`src/hw/rtl/abfc_pkg.sv`:
```
// ----------------------------------------------------------------------------
// abfc_pkg
// Shared types and constants of the audio buffer fetch controller.
// ----------------------------------------------------------------------------
package abfc_pkg;

  localparam int unsigned LenW = 7;

  localparam logic [31:0] SupportedFormats = 32'h0000_0069;

  localparam logic [4:0] Bits8  = 5'd8;
  localparam logic [4:0] Bits16 = 5'd16;
  localparam logic [4:0] Bits24 = 5'd24;

  // Request kinds carried on req_type
  typedef enum logic [1:0] {
    REQ_WRITE = 2'd0,
    REQ_READ  = 2'd1,
    REQ_FETCH = 2'd2,
    REQ_TICK  = 2'd3
  } req_e;

  // Word register map
  typedef enum logic [2:0] {
    REG_CTRL      = 3'd0,
    REG_SCTRL     = 3'd1,
    REG_PRESC     = 3'd2,
    REG_FORMAT    = 3'd3,
    REG_SUPPORT   = 3'd4,
    REG_NEXT_ADDR = 3'd5,
    REG_NEXT_SIZE = 3'd6,
    REG_RD_OFFSET = 3'd7
  } reg_e;

  // Controller states
  typedef enum logic [2:0] {
    ST_IDLE,
    ST_EXEC,
    ST_DECIDE,
    ST_COUNT,
    ST_RESP,
    ST_EMIT
  } state_e;

  // Controller to datapath commands
  typedef struct packed {
    logic capture;
    logic exec;
    logic decide;
    logic count;
    logic load_single;
    logic load_addr;
  } cmd_t;

  // Datapath to controller status
  typedef struct packed {
    req_e req;
    logic rem_zero;
    logic pend_zero;
    logic count_zero;
    logic cnt_one;
    logic out_free;
  } status_t;

endpackage

```
`src/hw/rtl/abfc_dp.sv`:
```
// ----------------------------------------------------------------------------
// abfc_dp
// Register file, buffer bookkeeping, interrupt timer, address generator and
// output register of the audio buffer fetch controller.
// ----------------------------------------------------------------------------
module abfc_dp import abfc_pkg::*; #(
  parameter int unsigned MaxBurst     = 64,
  parameter int unsigned IrqHoldTicks = 10
) (
  input  logic             clk_i,
  input  logic             rst_ni,
  input  cmd_t             cmd_i,
  output status_t          status_o,
  input  logic [1:0]       req_type_i,
  input  logic [2:0]       reg_offset_i,
  input  logic [31:0]      write_data_i,
  input  logic [LenW-1:0]  fetch_length_i,
  output logic             out_valid_o,
  input  logic             out_ready_i,
  output logic [31:0]      read_data_o,
  output logic [31:0]      mem_addr_o,
  output logic             addr_valid_o,
  output logic             last_o,
  output logic             irq_line_o,
  output logic             playback_active_o,
  output logic [4:0]       sample_bits_o,
  output logic             samples_signed_o,
  output logic             samples_float_o,
  output logic             stereo_mode_o
);

  typedef struct packed {
    logic        general_play;
    logic        sample_enable;
    logic        stereo_flag;
    logic        switch_irq_enable;
    logic        switch_irq_flag;
    logic [31:0] prescaler_word;
    logic [31:0] format_word;
    logic [4:0]  bits_code;
    logic        signed_flag;
    logic        float_flag;
    logic [31:0] pending_addr;
    logic [31:0] pending_size;
    logic [31:0] read_offset;
    logic [31:0] active_addr;
    logic [31:0] active_size;
    logic        irq_pending;
    logic [3:0]  irq_ticks;
    logic        irq_level;
    logic        backend_running;
  } arch_t;

  localparam logic [LenW-1:0] BurstMax = LenW'(MaxBurst);
  localparam logic [4:0]      HoldMax  = 5'(IrqHoldTicks);

  arch_t           arch_d, arch_q;
  req_e            req_q;
  reg_e            off_q;
  logic [31:0]     wdata_q;
  logic [LenW-1:0] flen_q;
  logic [31:0]     rem_d, rem_q;
  logic [LenW-1:0] len_d, len_q;
  logic [LenW-1:0] cnt_d, cnt_q;
  logic [LenW-1:0] count_val;
  logic [31:0]     rd_val;
  logic            out_valid_q;
  logic            out_free;

  // Request capture
  always_ff @(posedge clk_i) begin
    if (cmd_i.capture) begin
      req_q   <= req_e'(req_type_i);
      off_q   <= reg_e'(reg_offset_i);
      wdata_q <= write_data_i;
      flen_q  <= fetch_length_i;
    end
  end

  // Burst count: shorter of request length and remaining bytes
  assign count_val = (32'(len_q) < rem_q) ? len_q : rem_q[LenW-1:0];

  // Register readback
  always_comb begin
    case (off_q)
      REG_CTRL:      rd_val = {31'd0, arch_q.general_play};
      REG_SCTRL:     rd_val = {28'd0, arch_q.switch_irq_flag, arch_q.switch_irq_enable,
                               arch_q.stereo_flag, arch_q.sample_enable};
      REG_PRESC:     rd_val = arch_q.prescaler_word;
      REG_FORMAT:    rd_val = arch_q.format_word;
      REG_SUPPORT:   rd_val = SupportedFormats;
      REG_NEXT_ADDR: rd_val = arch_q.pending_addr;
      REG_NEXT_SIZE: rd_val = arch_q.pending_size;
      default:       rd_val = arch_q.read_offset;
    endcase
  end

  // State update
  always_comb begin
    arch_d = arch_q;
    rem_d  = rem_q;
    len_d  = len_q;
    cnt_d  = cnt_q;

    if (cmd_i.exec) begin
      case (req_q)
        REQ_WRITE: begin
          case (off_q)
            REG_CTRL: arch_d.general_play = wdata_q[0];
            REG_SCTRL: begin
              arch_d.sample_enable     = wdata_q[0];
              arch_d.stereo_flag       = wdata_q[1];
              arch_d.switch_irq_enable = wdata_q[2];
              arch_d.switch_irq_flag   = wdata_q[3];
              if (arch_q.general_play && wdata_q[0]) begin
                arch_d.active_addr     = arch_q.pending_addr;
                arch_d.active_size     = arch_q.pending_size;
                arch_d.backend_running = 1'b1;
                if (wdata_q[2]) begin
                  arch_d.switch_irq_flag = 1'b1;
                  arch_d.irq_pending     = 1'b1;
                end
              end else begin
                arch_d.backend_running = 1'b0;
              end
            end
            REG_PRESC: arch_d.prescaler_word = wdata_q;
            REG_FORMAT: begin
              // lowest set format bit wins; float leaves width and word alone
              arch_d.signed_flag = 1'b0;
              arch_d.float_flag  = 1'b0;
              arch_d.format_word = wdata_q;
              if (wdata_q[0]) begin
                arch_d.bits_code = Bits8;
              end else if (wdata_q[1]) begin
                arch_d.bits_code   = Bits8;
                arch_d.signed_flag = 1'b1;
              end else if (wdata_q[2]) begin
                arch_d.bits_code = Bits16;
              end else if (wdata_q[3]) begin
                arch_d.bits_code   = Bits16;
                arch_d.signed_flag = 1'b1;
              end else if (wdata_q[4]) begin
                arch_d.bits_code = Bits24;
              end else if (wdata_q[5]) begin
                arch_d.bits_code   = Bits24;
                arch_d.signed_flag = 1'b1;
              end else if (wdata_q[6]) begin
                arch_d.float_flag  = 1'b1;
                arch_d.format_word = arch_q.format_word;
              end
            end
            REG_NEXT_ADDR: arch_d.pending_addr = wdata_q;
            REG_NEXT_SIZE: arch_d.pending_size = wdata_q;
            REG_RD_OFFSET: arch_d.read_offset  = wdata_q;
            default: ;
          endcase
        end
        REQ_TICK: begin
          // interrupt hold timer
          if (arch_q.irq_pending) begin
            if (arch_q.irq_ticks == 4'd0) begin
              arch_d.irq_level = 1'b1;
              arch_d.irq_ticks = 4'd1;
            end else if ({1'b0, arch_q.irq_ticks} + 5'd1 > HoldMax) begin
              arch_d.irq_level   = 1'b0;
              arch_d.irq_pending = 1'b0;
              arch_d.irq_ticks   = 4'd0;
            end else begin
              arch_d.irq_ticks = arch_q.irq_ticks + 4'd1;
            end
          end
        end
        REQ_FETCH: begin
          // overrun of the read offset counts as nothing left
          rem_d = (arch_q.read_offset < arch_q.active_size) ?
                  arch_q.active_size - arch_q.read_offset : 32'd0;
          len_d = (flen_q > BurstMax) ? BurstMax : flen_q;
        end
        default: ;
      endcase
    end

    // Buffer used up: switch to the next one or stop
    if (cmd_i.decide && (rem_q == 32'd0)) begin
      if (arch_q.pending_size == 32'd0) begin
        arch_d.backend_running = 1'b0;
        arch_d.sample_enable   = 1'b0;
      end else begin
        arch_d.active_addr = arch_q.pending_addr;
        arch_d.active_size = arch_q.pending_size;
        arch_d.read_offset = 32'd0;
        rem_d              = arch_q.pending_size;
        if (arch_q.switch_irq_enable) begin
          arch_d.switch_irq_flag = 1'b1;
          arch_d.irq_pending     = 1'b1;
        end
      end
    end

    if (cmd_i.count) begin
      cnt_d = count_val;
    end

    // One address per beat
    if (cmd_i.load_addr) begin
      arch_d.read_offset = arch_q.read_offset + 32'd1;
      cnt_d              = cnt_q - LenW'(1);
    end
  end

  always_ff @(posedge clk_i or negedge rst_ni) begin
    if (!rst_ni) begin
      arch_q <= '0;
      rem_q  <= '0;
      len_q  <= '0;
      cnt_q  <= '0;
    end else begin
      arch_q <= arch_d;
      rem_q  <= rem_d;
      len_q  <= len_d;
      cnt_q  <= cnt_d;
    end
  end

  // Output register
  assign out_free = !out_valid_q || out_ready_i;

  always_ff @(posedge clk_i or negedge rst_ni) begin
    if (!rst_ni) begin
      out_valid_q <= 1'b0;
    end else if (cmd_i.load_single || cmd_i.load_addr) begin
      out_valid_q <= 1'b1;
    end else if (out_ready_i) begin
      out_valid_q <= 1'b0;
    end
  end

  always_ff @(posedge clk_i) begin
    if (cmd_i.load_single || cmd_i.load_addr) begin
      read_data_o       <= (cmd_i.load_single && (req_q == REQ_READ)) ? rd_val : 32'd0;
      mem_addr_o        <= cmd_i.load_addr ? arch_q.active_addr + arch_q.read_offset
                                           : 32'd0;
      addr_valid_o      <= cmd_i.load_addr;
      last_o            <= cmd_i.load_single || (cnt_q == LenW'(1));
      irq_line_o        <= arch_q.irq_level;
      playback_active_o <= arch_q.backend_running;
      sample_bits_o     <= arch_q.bits_code;
      samples_signed_o  <= arch_q.signed_flag;
      samples_float_o   <= arch_q.float_flag;
      stereo_mode_o     <= arch_q.stereo_flag;
    end
  end

  assign out_valid_o = out_valid_q;

  // Status to the controller
  assign status_o.req        = req_q;
  assign status_o.rem_zero   = (rem_q == 32'd0);
  assign status_o.pend_zero  = (arch_q.pending_size == 32'd0);
  assign status_o.count_zero = (count_val == '0);
  assign status_o.cnt_one    = (cnt_q == LenW'(1));
  assign status_o.out_free   = out_free;

endmodule

```
`src/hw/rtl/abfc_ctrl.sv`:
```
// ----------------------------------------------------------------------------
// abfc_ctrl
// Sequencer of the audio buffer fetch controller: steps one request through
// execute and, for a fetch, buffer decision and burst count, then result beats.
// ----------------------------------------------------------------------------
module abfc_ctrl import abfc_pkg::*; (
  input  logic    clk_i,
  input  logic    rst_ni,
  input  logic    in_valid_i,
  output logic    in_ready_o,
  input  status_t status_i,
  output cmd_t    cmd_o
);

  state_e state_d, state_q;

  always_ff @(posedge clk_i or negedge rst_ni) begin
    if (!rst_ni) begin
      state_q <= ST_IDLE;
    end else begin
      state_q <= state_d;
    end
  end

  // Next state and commands
  always_comb begin
    state_d    = state_q;
    cmd_o      = '0;
    in_ready_o = 1'b0;
    case (state_q)
      ST_IDLE: begin
        in_ready_o = 1'b1;
        if (in_valid_i) begin
          cmd_o.capture = 1'b1;
          state_d       = ST_EXEC;
        end
      end
      ST_EXEC: begin
        cmd_o.exec = 1'b1;
        state_d    = (status_i.req == REQ_FETCH) ? ST_DECIDE : ST_RESP;
      end
      ST_DECIDE: begin
        cmd_o.decide = 1'b1;
        state_d = (status_i.rem_zero && status_i.pend_zero) ? ST_RESP : ST_COUNT;
      end
      ST_COUNT: begin
        cmd_o.count = 1'b1;
        state_d     = status_i.count_zero ? ST_RESP : ST_EMIT;
      end
      ST_RESP: begin
        if (status_i.out_free) begin
          cmd_o.load_single = 1'b1;
          state_d           = ST_IDLE;
        end
      end
      ST_EMIT: begin
        if (status_i.out_free) begin
          cmd_o.load_addr = 1'b1;
          if (status_i.cnt_one) begin
            state_d = ST_IDLE;
          end
        end
      end
      default: state_d = ST_IDLE;
    endcase
  end

endmodule

```
`src/hw/rtl/audio_buffer_fetch_controller_top.sv`:
```
// ----------------------------------------------------------------------------
// audio_buffer_fetch_controller_top
// Double-buffered audio sample fetch controller with bus register access.
// ----------------------------------------------------------------------------
// One request is worked on at a time. A register write, register read or
// tick steps through capture, execute and respond to its result beat. A
// fetch steps through setup (capture, remaining-byte compute, buffer switch
// or stop decision, burst count) and then emits one address beat per cycle
// while the output register is free; a stalled consumer holds the beats. A
// fetch that emits nothing ends with a single result beat, and one that
// stops playback skips the burst count. A new request is taken as soon as
// the last result beat sits in the output register.
module audio_buffer_fetch_controller_top import abfc_pkg::*; #(
  parameter int unsigned MAX_BURST      = 64,
  parameter int unsigned IRQ_HOLD_TICKS = 10
) (
  input  logic            clk_i,
  input  logic            rst_ni,
  input  logic            in_valid_i,
  output logic            in_ready_o,
  input  logic [1:0]      req_type_i,
  input  logic [2:0]      reg_offset_i,
  input  logic [31:0]     write_data_i,
  input  logic [LenW-1:0] fetch_length_i,
  output logic            out_valid_o,
  input  logic            out_ready_i,
  output logic [31:0]     read_data_o,
  output logic [31:0]     mem_addr_o,
  output logic            addr_valid_o,
  output logic            last_o,
  output logic            irq_line_o,
  output logic            playback_active_o,
  output logic [4:0]      sample_bits_o,
  output logic            samples_signed_o,
  output logic            samples_float_o,
  output logic            stereo_mode_o
);

  cmd_t    cmd;
  status_t status;

  abfc_ctrl u_ctrl (
    .clk_i      (clk_i),
    .rst_ni     (rst_ni),
    .in_valid_i (in_valid_i),
    .in_ready_o (in_ready_o),
    .status_i   (status),
    .cmd_o      (cmd)
  );

  abfc_dp #(
    .MaxBurst     (MAX_BURST),
    .IrqHoldTicks (IRQ_HOLD_TICKS)
  ) u_dp (
    .clk_i             (clk_i),
    .rst_ni            (rst_ni),
    .cmd_i             (cmd),
    .status_o          (status),
    .req_type_i        (req_type_i),
    .reg_offset_i      (reg_offset_i),
    .write_data_i      (write_data_i),
    .fetch_length_i    (fetch_length_i),
    .out_valid_o       (out_valid_o),
    .out_ready_i       (out_ready_i),
    .read_data_o       (read_data_o),
    .mem_addr_o        (mem_addr_o),
    .addr_valid_o      (addr_valid_o),
    .last_o            (last_o),
    .irq_line_o        (irq_line_o),
    .playback_active_o (playback_active_o),
    .sample_bits_o     (sample_bits_o),
    .samples_signed_o  (samples_signed_o),
    .samples_float_o   (samples_float_o),
    .stereo_mode_o     (stereo_mode_o)
  );

endmodule

```
`config.mk`:
```
export PLATFORM = sky130hd
export DESIGN_NAME = audio_buffer_fetch_controller_top
export DESIGN_NICKNAME = d
export VERILOG_FILES = /design/src/hw/rtl/abfc_pkg.sv /design/src/hw/rtl/abfc_dp.sv /design/src/hw/rtl/abfc_ctrl.sv /design/src/hw/rtl/audio_buffer_fetch_controller_top.sv
export SDC_FILE = /design/constraint.sdc
export NUM_CORES = 1
export LEC_CHECK = 0
export BUFFER_PORTS_ARGS = -buffer_cell sky130_fd_sc_hd__buf_2
export CORE_ASPECT_RATIO = 1.2
export CORE_MARGIN = 1
export CORE_UTILIZATION = 55
export DETAILED_ROUTE_END_ITERATION = 10
export GPL_TIMING_DRIVEN = 0
export PLACE_DENSITY = 0.76
export SYNTH_ARGS = -nofsm -noshare
export SYNTH_HDL_FRONTEND = slang
export SYNTH_SLANG_ARGS = --single-unit
```
`constraint.sdc`:
```
create_clock -name clk_i -period 4.73 [get_ports clk_i]
set_input_delay 0 -clock clk_i [delete_from_list [all_inputs] [get_ports clk_i]]
set_output_delay 0 -clock clk_i [all_outputs]
set_load 0.05 [all_outputs]
```
# After elaboration in Yosys (flattened, before gate mapping)
# Cells that the tools add are included.
# op_classes
magnitude_cmp	4
eq_ne	22
reduce_logical	30
n_addsub	6
muxes	99
# op_table
cell	count
32-bit two-way mux	17
242-bit two-way mux	1
235-bit two-way mux	1
32-bit one-hot mux with 7 select lines	1
97-bit two-way mux	2
65-bit two-way mux	2
6-bit two-way mux	12
32-bit logical NOT	2
39-bit two-way mux	1
1-bit two-way mux	33
32-bit by 1-bit adder with 32-bit output, second input constant	1
32-bit adder	1
32-bit less-than comparator	1
7-bit by 32-bit less-than comparator with 1-bit output	1
32-bit subtractor	1
7-bit two-way mux	4
5-bit two-way mux	5
3-bit AND reduction	7
2-bit two-way mux	10
3-bit equality test, second input constant	6
3-bit two-way mux	6
3-bit one-hot mux with 6 select lines	1
4-bit AND reduction	4
3-bit by 2-bit equality test with 1-bit output, second input constant	4
24 further kinds	37
# word_totals
in_bits	48
register_bits	413
elab_cells	199

# Depth between registers and ports, before layout
# logic_depth
ltp_word	28
ltp_mapped	13
depth_no_buf	11

# Cells and area by module
# Synthesis repeated with hierarchy kept, for this count alone.
# hier_totals
cells_unflattened	1871
area_unflattened_um2	20746.1
# by_module_without_submodules
mod	n_inst	seq_area_each_um2	area_each_um2	cells_each
abfc_dp	1	10695.3	20517.2	1843
abfc_ctrl	1	75.1	229.0	28

# Worst setup path after synthesis
# No wires, ideal clock.
# synth_path
kind	register to register
startpoint	register u_dp.out_valid_q (netlist: u_dp.out_valid_o)
endpoint	register u_dp.arch_q[86] (netlist bit)
t_arrival_ns	5.335
required_ns	4.604
slack_ns	-0.731
period_less_slack_ns	5.461
setup_ns	0.126
stages_incl_launch_ff	9
cell_sequence	dfrtp_1 -> nor2b_1 -> nor2_1 -> nand2_1 -> inv_1 -> or3_4 -> buf_2 -> o21ai_0 -> a221o_1
# synth_rtl
element	line	text
from (decl)	abfc_dp.sv:67	logic out_valid_q;
from (signal assigned)	abfc_dp.sv:231	out_valid_q <= 1'b0;
from (signal assigned)	abfc_dp.sv:233	out_valid_q <= 1'b1;
from (signal assigned)	abfc_dp.sv:235	out_valid_q <= 1'b0;
to (signal assigned)	abfc_dp.sv:219	arch_q <= arch_d;
to (decl)	abfc_dp.sv:57	arch_t arch_d, arch_q;

# Worst setup path after layout
# layout_path
startpoint	register u_dp.arch_q[71] (netlist bit)
endpoint	register u_dp.rem_q[13]
# layout_between
elab_chain_len	6
# layout_rtl
element	line	text
32-bit subtractor or 32-bit less-than comparator (tied branches)	abfc_dp.sv:177, abfc_dp.sv:176	
32-bit two-way mux *	abfc_dp.sv:176	rem_d = (arch_q.read_offset < arch_q.active_size) ?
32-bit two-way mux *	abfc_dp.sv:106	case (req_q)
32-bit two-way mux *	abfc_dp.sv:105	if (cmd_i.exec) begin
32-bit two-way mux	abfc_dp.sv:186	if (arch_q.pending_size == 32'd0) begin
32-bit two-way mux *	abfc_dp.sv:185	if (cmd_i.decide && (rem_q == 32'd0)) begin
net u_dp.rem_d[13]	abfc_dp.sv:62	logic [31:0] rem_d, rem_q;
to (signal assigned)	abfc_dp.sv:220	rem_q <= rem_d;
to (decl)	abfc_dp.sv:62	
# The timed path passes the listed nets; every way through them passes the cells marked *.
# A chain may end at the register's enable or synchronous reset.

==> impl_metrics.tcl <==
set metrics [dict create \
    run_status "finished, violations left" \
    violations "hold timing" \
    final_min_period_over_clock_period_pct 87.7 \
    vdd.ir_drop.worst_v 0.000438 \
    cts-buffers-inserted 42 \
    synth.ff_latch_count 407 \
    io-pin-count 126 \
    pin_count_of_the_biggest_net_entering_global_routing 119 \
    timing.setup.critical_path_class "flop to flop" \
    yosys-top-cells-area "sky130_fd_sc_hd__dfrtp_1, sky130_fd_sc_hd__edfxtp_1, sky130_fd_sc_hd__mux2_2" \
    yosys-mux-area-fraction_pct 12.3 \
    detailedPlace.worstSlack_ns 0.687 \
    vias_in_the_first_global_route 16200 \
    grt_setup_unrepaired "false" \
    source_to_sink_clock_delay_at_the_later_pin_of_the_worst_skew_pair_ns 0.55 \
    synth_cell_types 77 \
    power_mw 17.4 \
    ff2ff_setup_slack_ns 0.58 \
    worst_hold_slack_ns -0.0193 \
    path_delay_family "compound AO/OA/AOI/OAI gates" \
    numPortBuffers 122 \
    drive_gt1_share_pct 20.2 \
    chipWidth_um 181 \
    setup_violations 0 \
    leakage_nw 10.8 \
    synth_xor_xnor_area_share_pct 2.07 \
    timing.final.max_slew_violations 0 \
    postLayoutSetupSlackWorst_ns 0.582 \
    synthAdderAreaFrac_pct 4.87 \
    cp.arrival_ns 4.62 \
    worstPathCellList "ha_1 -> fa_1 -> nand2b_1 -> a211oi_1 -> o211ai_1 -> nand3_1 -> nand2_1 -> a21oi_1 -> clkbuf_1 -> a221oi_1 -> a21oi_1" \
    asyncSetResetFlopFracSynth_pct 71.3 \
    mapped_avg_cell_area_um2 11.2 \
    ys.warnings.count 0 \
    final_nets 2241 \
    route.antenna.remaining_nets 0 \
    clk_path_buf_depth 3 \
    floorplan.initialDensity_pct 55.8 \
    filler_cell_count 2968 \
    reg2regPathDepth 11 \
    ys_dominant_reg_cell "sky130_fd_sc_hd__dfrtp_1" \
    fin_crit_ns 4.15 \
    critPathMaxStageDelay_ns 0.57 \
    slew-limit-headroom_pct 19.3 \
    syn-cell-area_um2 21100 \
    die_height_um 217 \
    initialDrtViolationCount 1475 \
    drt-wirelength-per-cell_um 22.9 \
    pwr_density_cell_nw_per_um2 714 \
    clkSlewWorstSetupHoldPaths_ns 0.06 \
    critical_path_buf_inv_count 1 \
    maxCapViolCount 0 \
    root_buffer "sky130_fd_sc_hd__clkbuf_16" \
    routed_via_density 6.22 \
    crit_fanout 10 \
    share_of_the_core_filled_with_cells_in_the_final_layout_pct 64.3 \
    post-synth-top-count-cell "sky130_fd_sc_hd__dfrtp_1" \
    combinational_family_with_the_most_area_after_synthesis "compound AO/OA/AOI/OAI gates" \
    slowest_stage "sky130_fd_sc_hd__clkbuf_1" \
    synth_edf_count 117 \
    cts_tree "done" \
    worst_path_most_repeated_cell "sky130_fd_sc_hd__a21oi_1" \
    drc 0 \
    global_route_overflow 0 \
    netlist.area_leader.share_pct 34.4 \
    synth_compound_gate_area_share_pct 15.3 \
    path_depth 11 \
    place.gp.congestion 0.981 \
    via_count 16300 \
    detailed_placement_hpwl_mm 45.4 \
    hold_fails_final_rpt 6 \
    timing.critical_path.to_type "flop" \
    synth-seq-area-share_pct 51.0 \
    postCtsResizedCells 0 \
    wire_length_of_the_first_global_routing_pass_mm 93.4 \
    post_synth_simple_gate_area_pct 11.0 \
    design.die.area_um2 39200 \
    core_ar_um2 37900 \
    setup.worst_path.start_class "flop" \
    rows 78 \
    route.final.wire_length_mm 60.2 \
    worst_slew_pin_slew_ns 1.20 \
    fin_worst_skew_ns 0.0137 \
    area.sequential_um2 10800 \
    htreeDepth 2 \
    antenna_found_initial 1 \
    reg2reg_to "u_dp.rem_q[13]" \
    netlist_top_cells_count "sky130_fd_sc_hd__dfrtp_1, sky130_fd_sc_hd__mux2_2, sky130_fd_sc_hd__nor2_1" \
    number_of_sinks_handled_by_clock_tree_synthesis 407 \
    max_clock_freq_mhz 241 \
    yosys.area.top_type "sky130_fd_sc_hd__dfrtp_1" \
    grt.total_usage_pct 31.3 \
    crit-reg2reg-launch "u_dp.arch_q[71]" \
    critPathRequiredTime_ns 5.20 \
    drtPass1Iterations 6 \
    antenna_cells 0 \
    syn-instance-count 1892 \
    layout-area-overhead-vs-synth_pct 15.3 \
    multi_input_comb_area_um2 9630 \
    min_path_type "primary input to asynchronous set/reset pin" \
]
-- layer usage --
metal  GRT usage, %  share of wire [%]  vias to the layer above
met5              0              0.020                        -
met4           16.1                5.4                        2
met3           4.13                6.3                      156
met2           50.1                 46                      696
met1           41.8                 42                     7964
li1               -                  -                     7524
-- state kept, by name (all words and copies together) (netlist names), 2 cells and up --
register / cells
u_ctrl.state_q: 3
u_dp.req_q: 2
u_dp.rem_q: 32
u_dp.len_q: 7
u_dp.cnt_q: 7
u_dp.off_q: 3
u_dp.read_data_o: 32
u_dp.flen_q: 7
u_dp.mem_addr_o: 32
u_dp.sample_bits_o: 2
u_dp.wdata_q: 32
u_dp.arch_q: 240
-- worst max-delay path by stage --
stage | start | end | slack, ns
floorplan | u_dp.out_valid_o | u_dp.arch_q[86] | 0.62
global placement | rst_ni | u_ctrl.state_q[2] | -1.56
detailed placement | u_dp.arch_q[71] | u_dp.rem_q[21] | 0.69
CTS | u_dp.arch_q[71] | u_dp.rem_q[11] | 0.68
global route | u_dp.arch_q[78] | u_dp.rem_q[11] | 0.42
finish | u_dp.arch_q[71] | u_dp.rem_q[13] | 0.58
-- through the flow --
| step | area [um2] | hold slack (ns) | setup TNS, ns | cells |
|---|---|---|---|---|
| after floorplan | 21100 | -0.296 | 0 | 1894 |
| after detailed placement | 22500 | -0.0128 | 0 | 2501 |
| final | 24400 | -0.0193 | 0 | 2626 |
| after CTS | 24400 | 0.00650 | 0 | 2626 |
| after global routing | 24400 | 0.0245 | 0 | 2626 |
| after global placement | 22300 | 0.176 | -510.03 | 2496 |
-- cells by family (layout without fill, tap and decap cells) --
logic type               Yosys count  in the layout
AND/OR/NAND/NOR                  455            455
XOR/XNOR                          50             50
adder cells (fa/ha/maj)           81             81
AO/OA/AOI/OAI                    485            485
buffers and inverters            179            431
multiplexers                     234            234
flip-flops                       407            407
other                              1              3
-- area by class of cell --
cell class,instances,area share (%)
sequential,407,44.2
multi-input combinational,1308,39.5
clock buffer,60,5.06
timing repair buffer,174,4.95
tap,480,2.47
buffer,105,1.86
inverter,74,1.14
clock inverter,18,0.755
-- timing repair --
item / 4_1_cts / 5_1_grt
endpoints found under the hold margin: 218 / 0
endpoints found under the setup margin: 0 / 0
buffers inserted: 0 / 0
hold buffers: 47 / 0
-- power by group --
group / internal [mW] / switching [mW]
Combinational: 3.04 / 4.94
Sequential: 4.93 / 1.10
Clock: 1.99 / 1.40
Total: 9.96 / 7.44
-- layout by cell type (no fill, tap or decap), types with 31 or more instances in the layout --
master                          instances
sky130_fd_sc_hd__mux2_2               202
sky130_fd_sc_hd__a21oi_1               94
sky130_fd_sc_hd__o21ai_0              103
sky130_fd_sc_hd__nand3_1               37
sky130_fd_sc_hd__ha_1                  79
sky130_fd_sc_hd__dfrtp_1              290
sky130_fd_sc_hd__edfxtp_1             117
sky130_fd_sc_hd__a22oi_1               50
sky130_fd_sc_hd__clkbuf_1              90
sky130_fd_sc_hd__clkbuf_16             45
sky130_fd_sc_hd__mux2i_1               31
sky130_fd_sc_hd__nor2_1               136
sky130_fd_sc_hd__buf_2                129
sky130_fd_sc_hd__inv_1                 73
sky130_fd_sc_hd__nand2_1               91
sky130_fd_sc_hd__dlygate4sd3_1         47
sky130_fd_sc_hd__nor3_1                39
(Power assumes the default switching activity.)
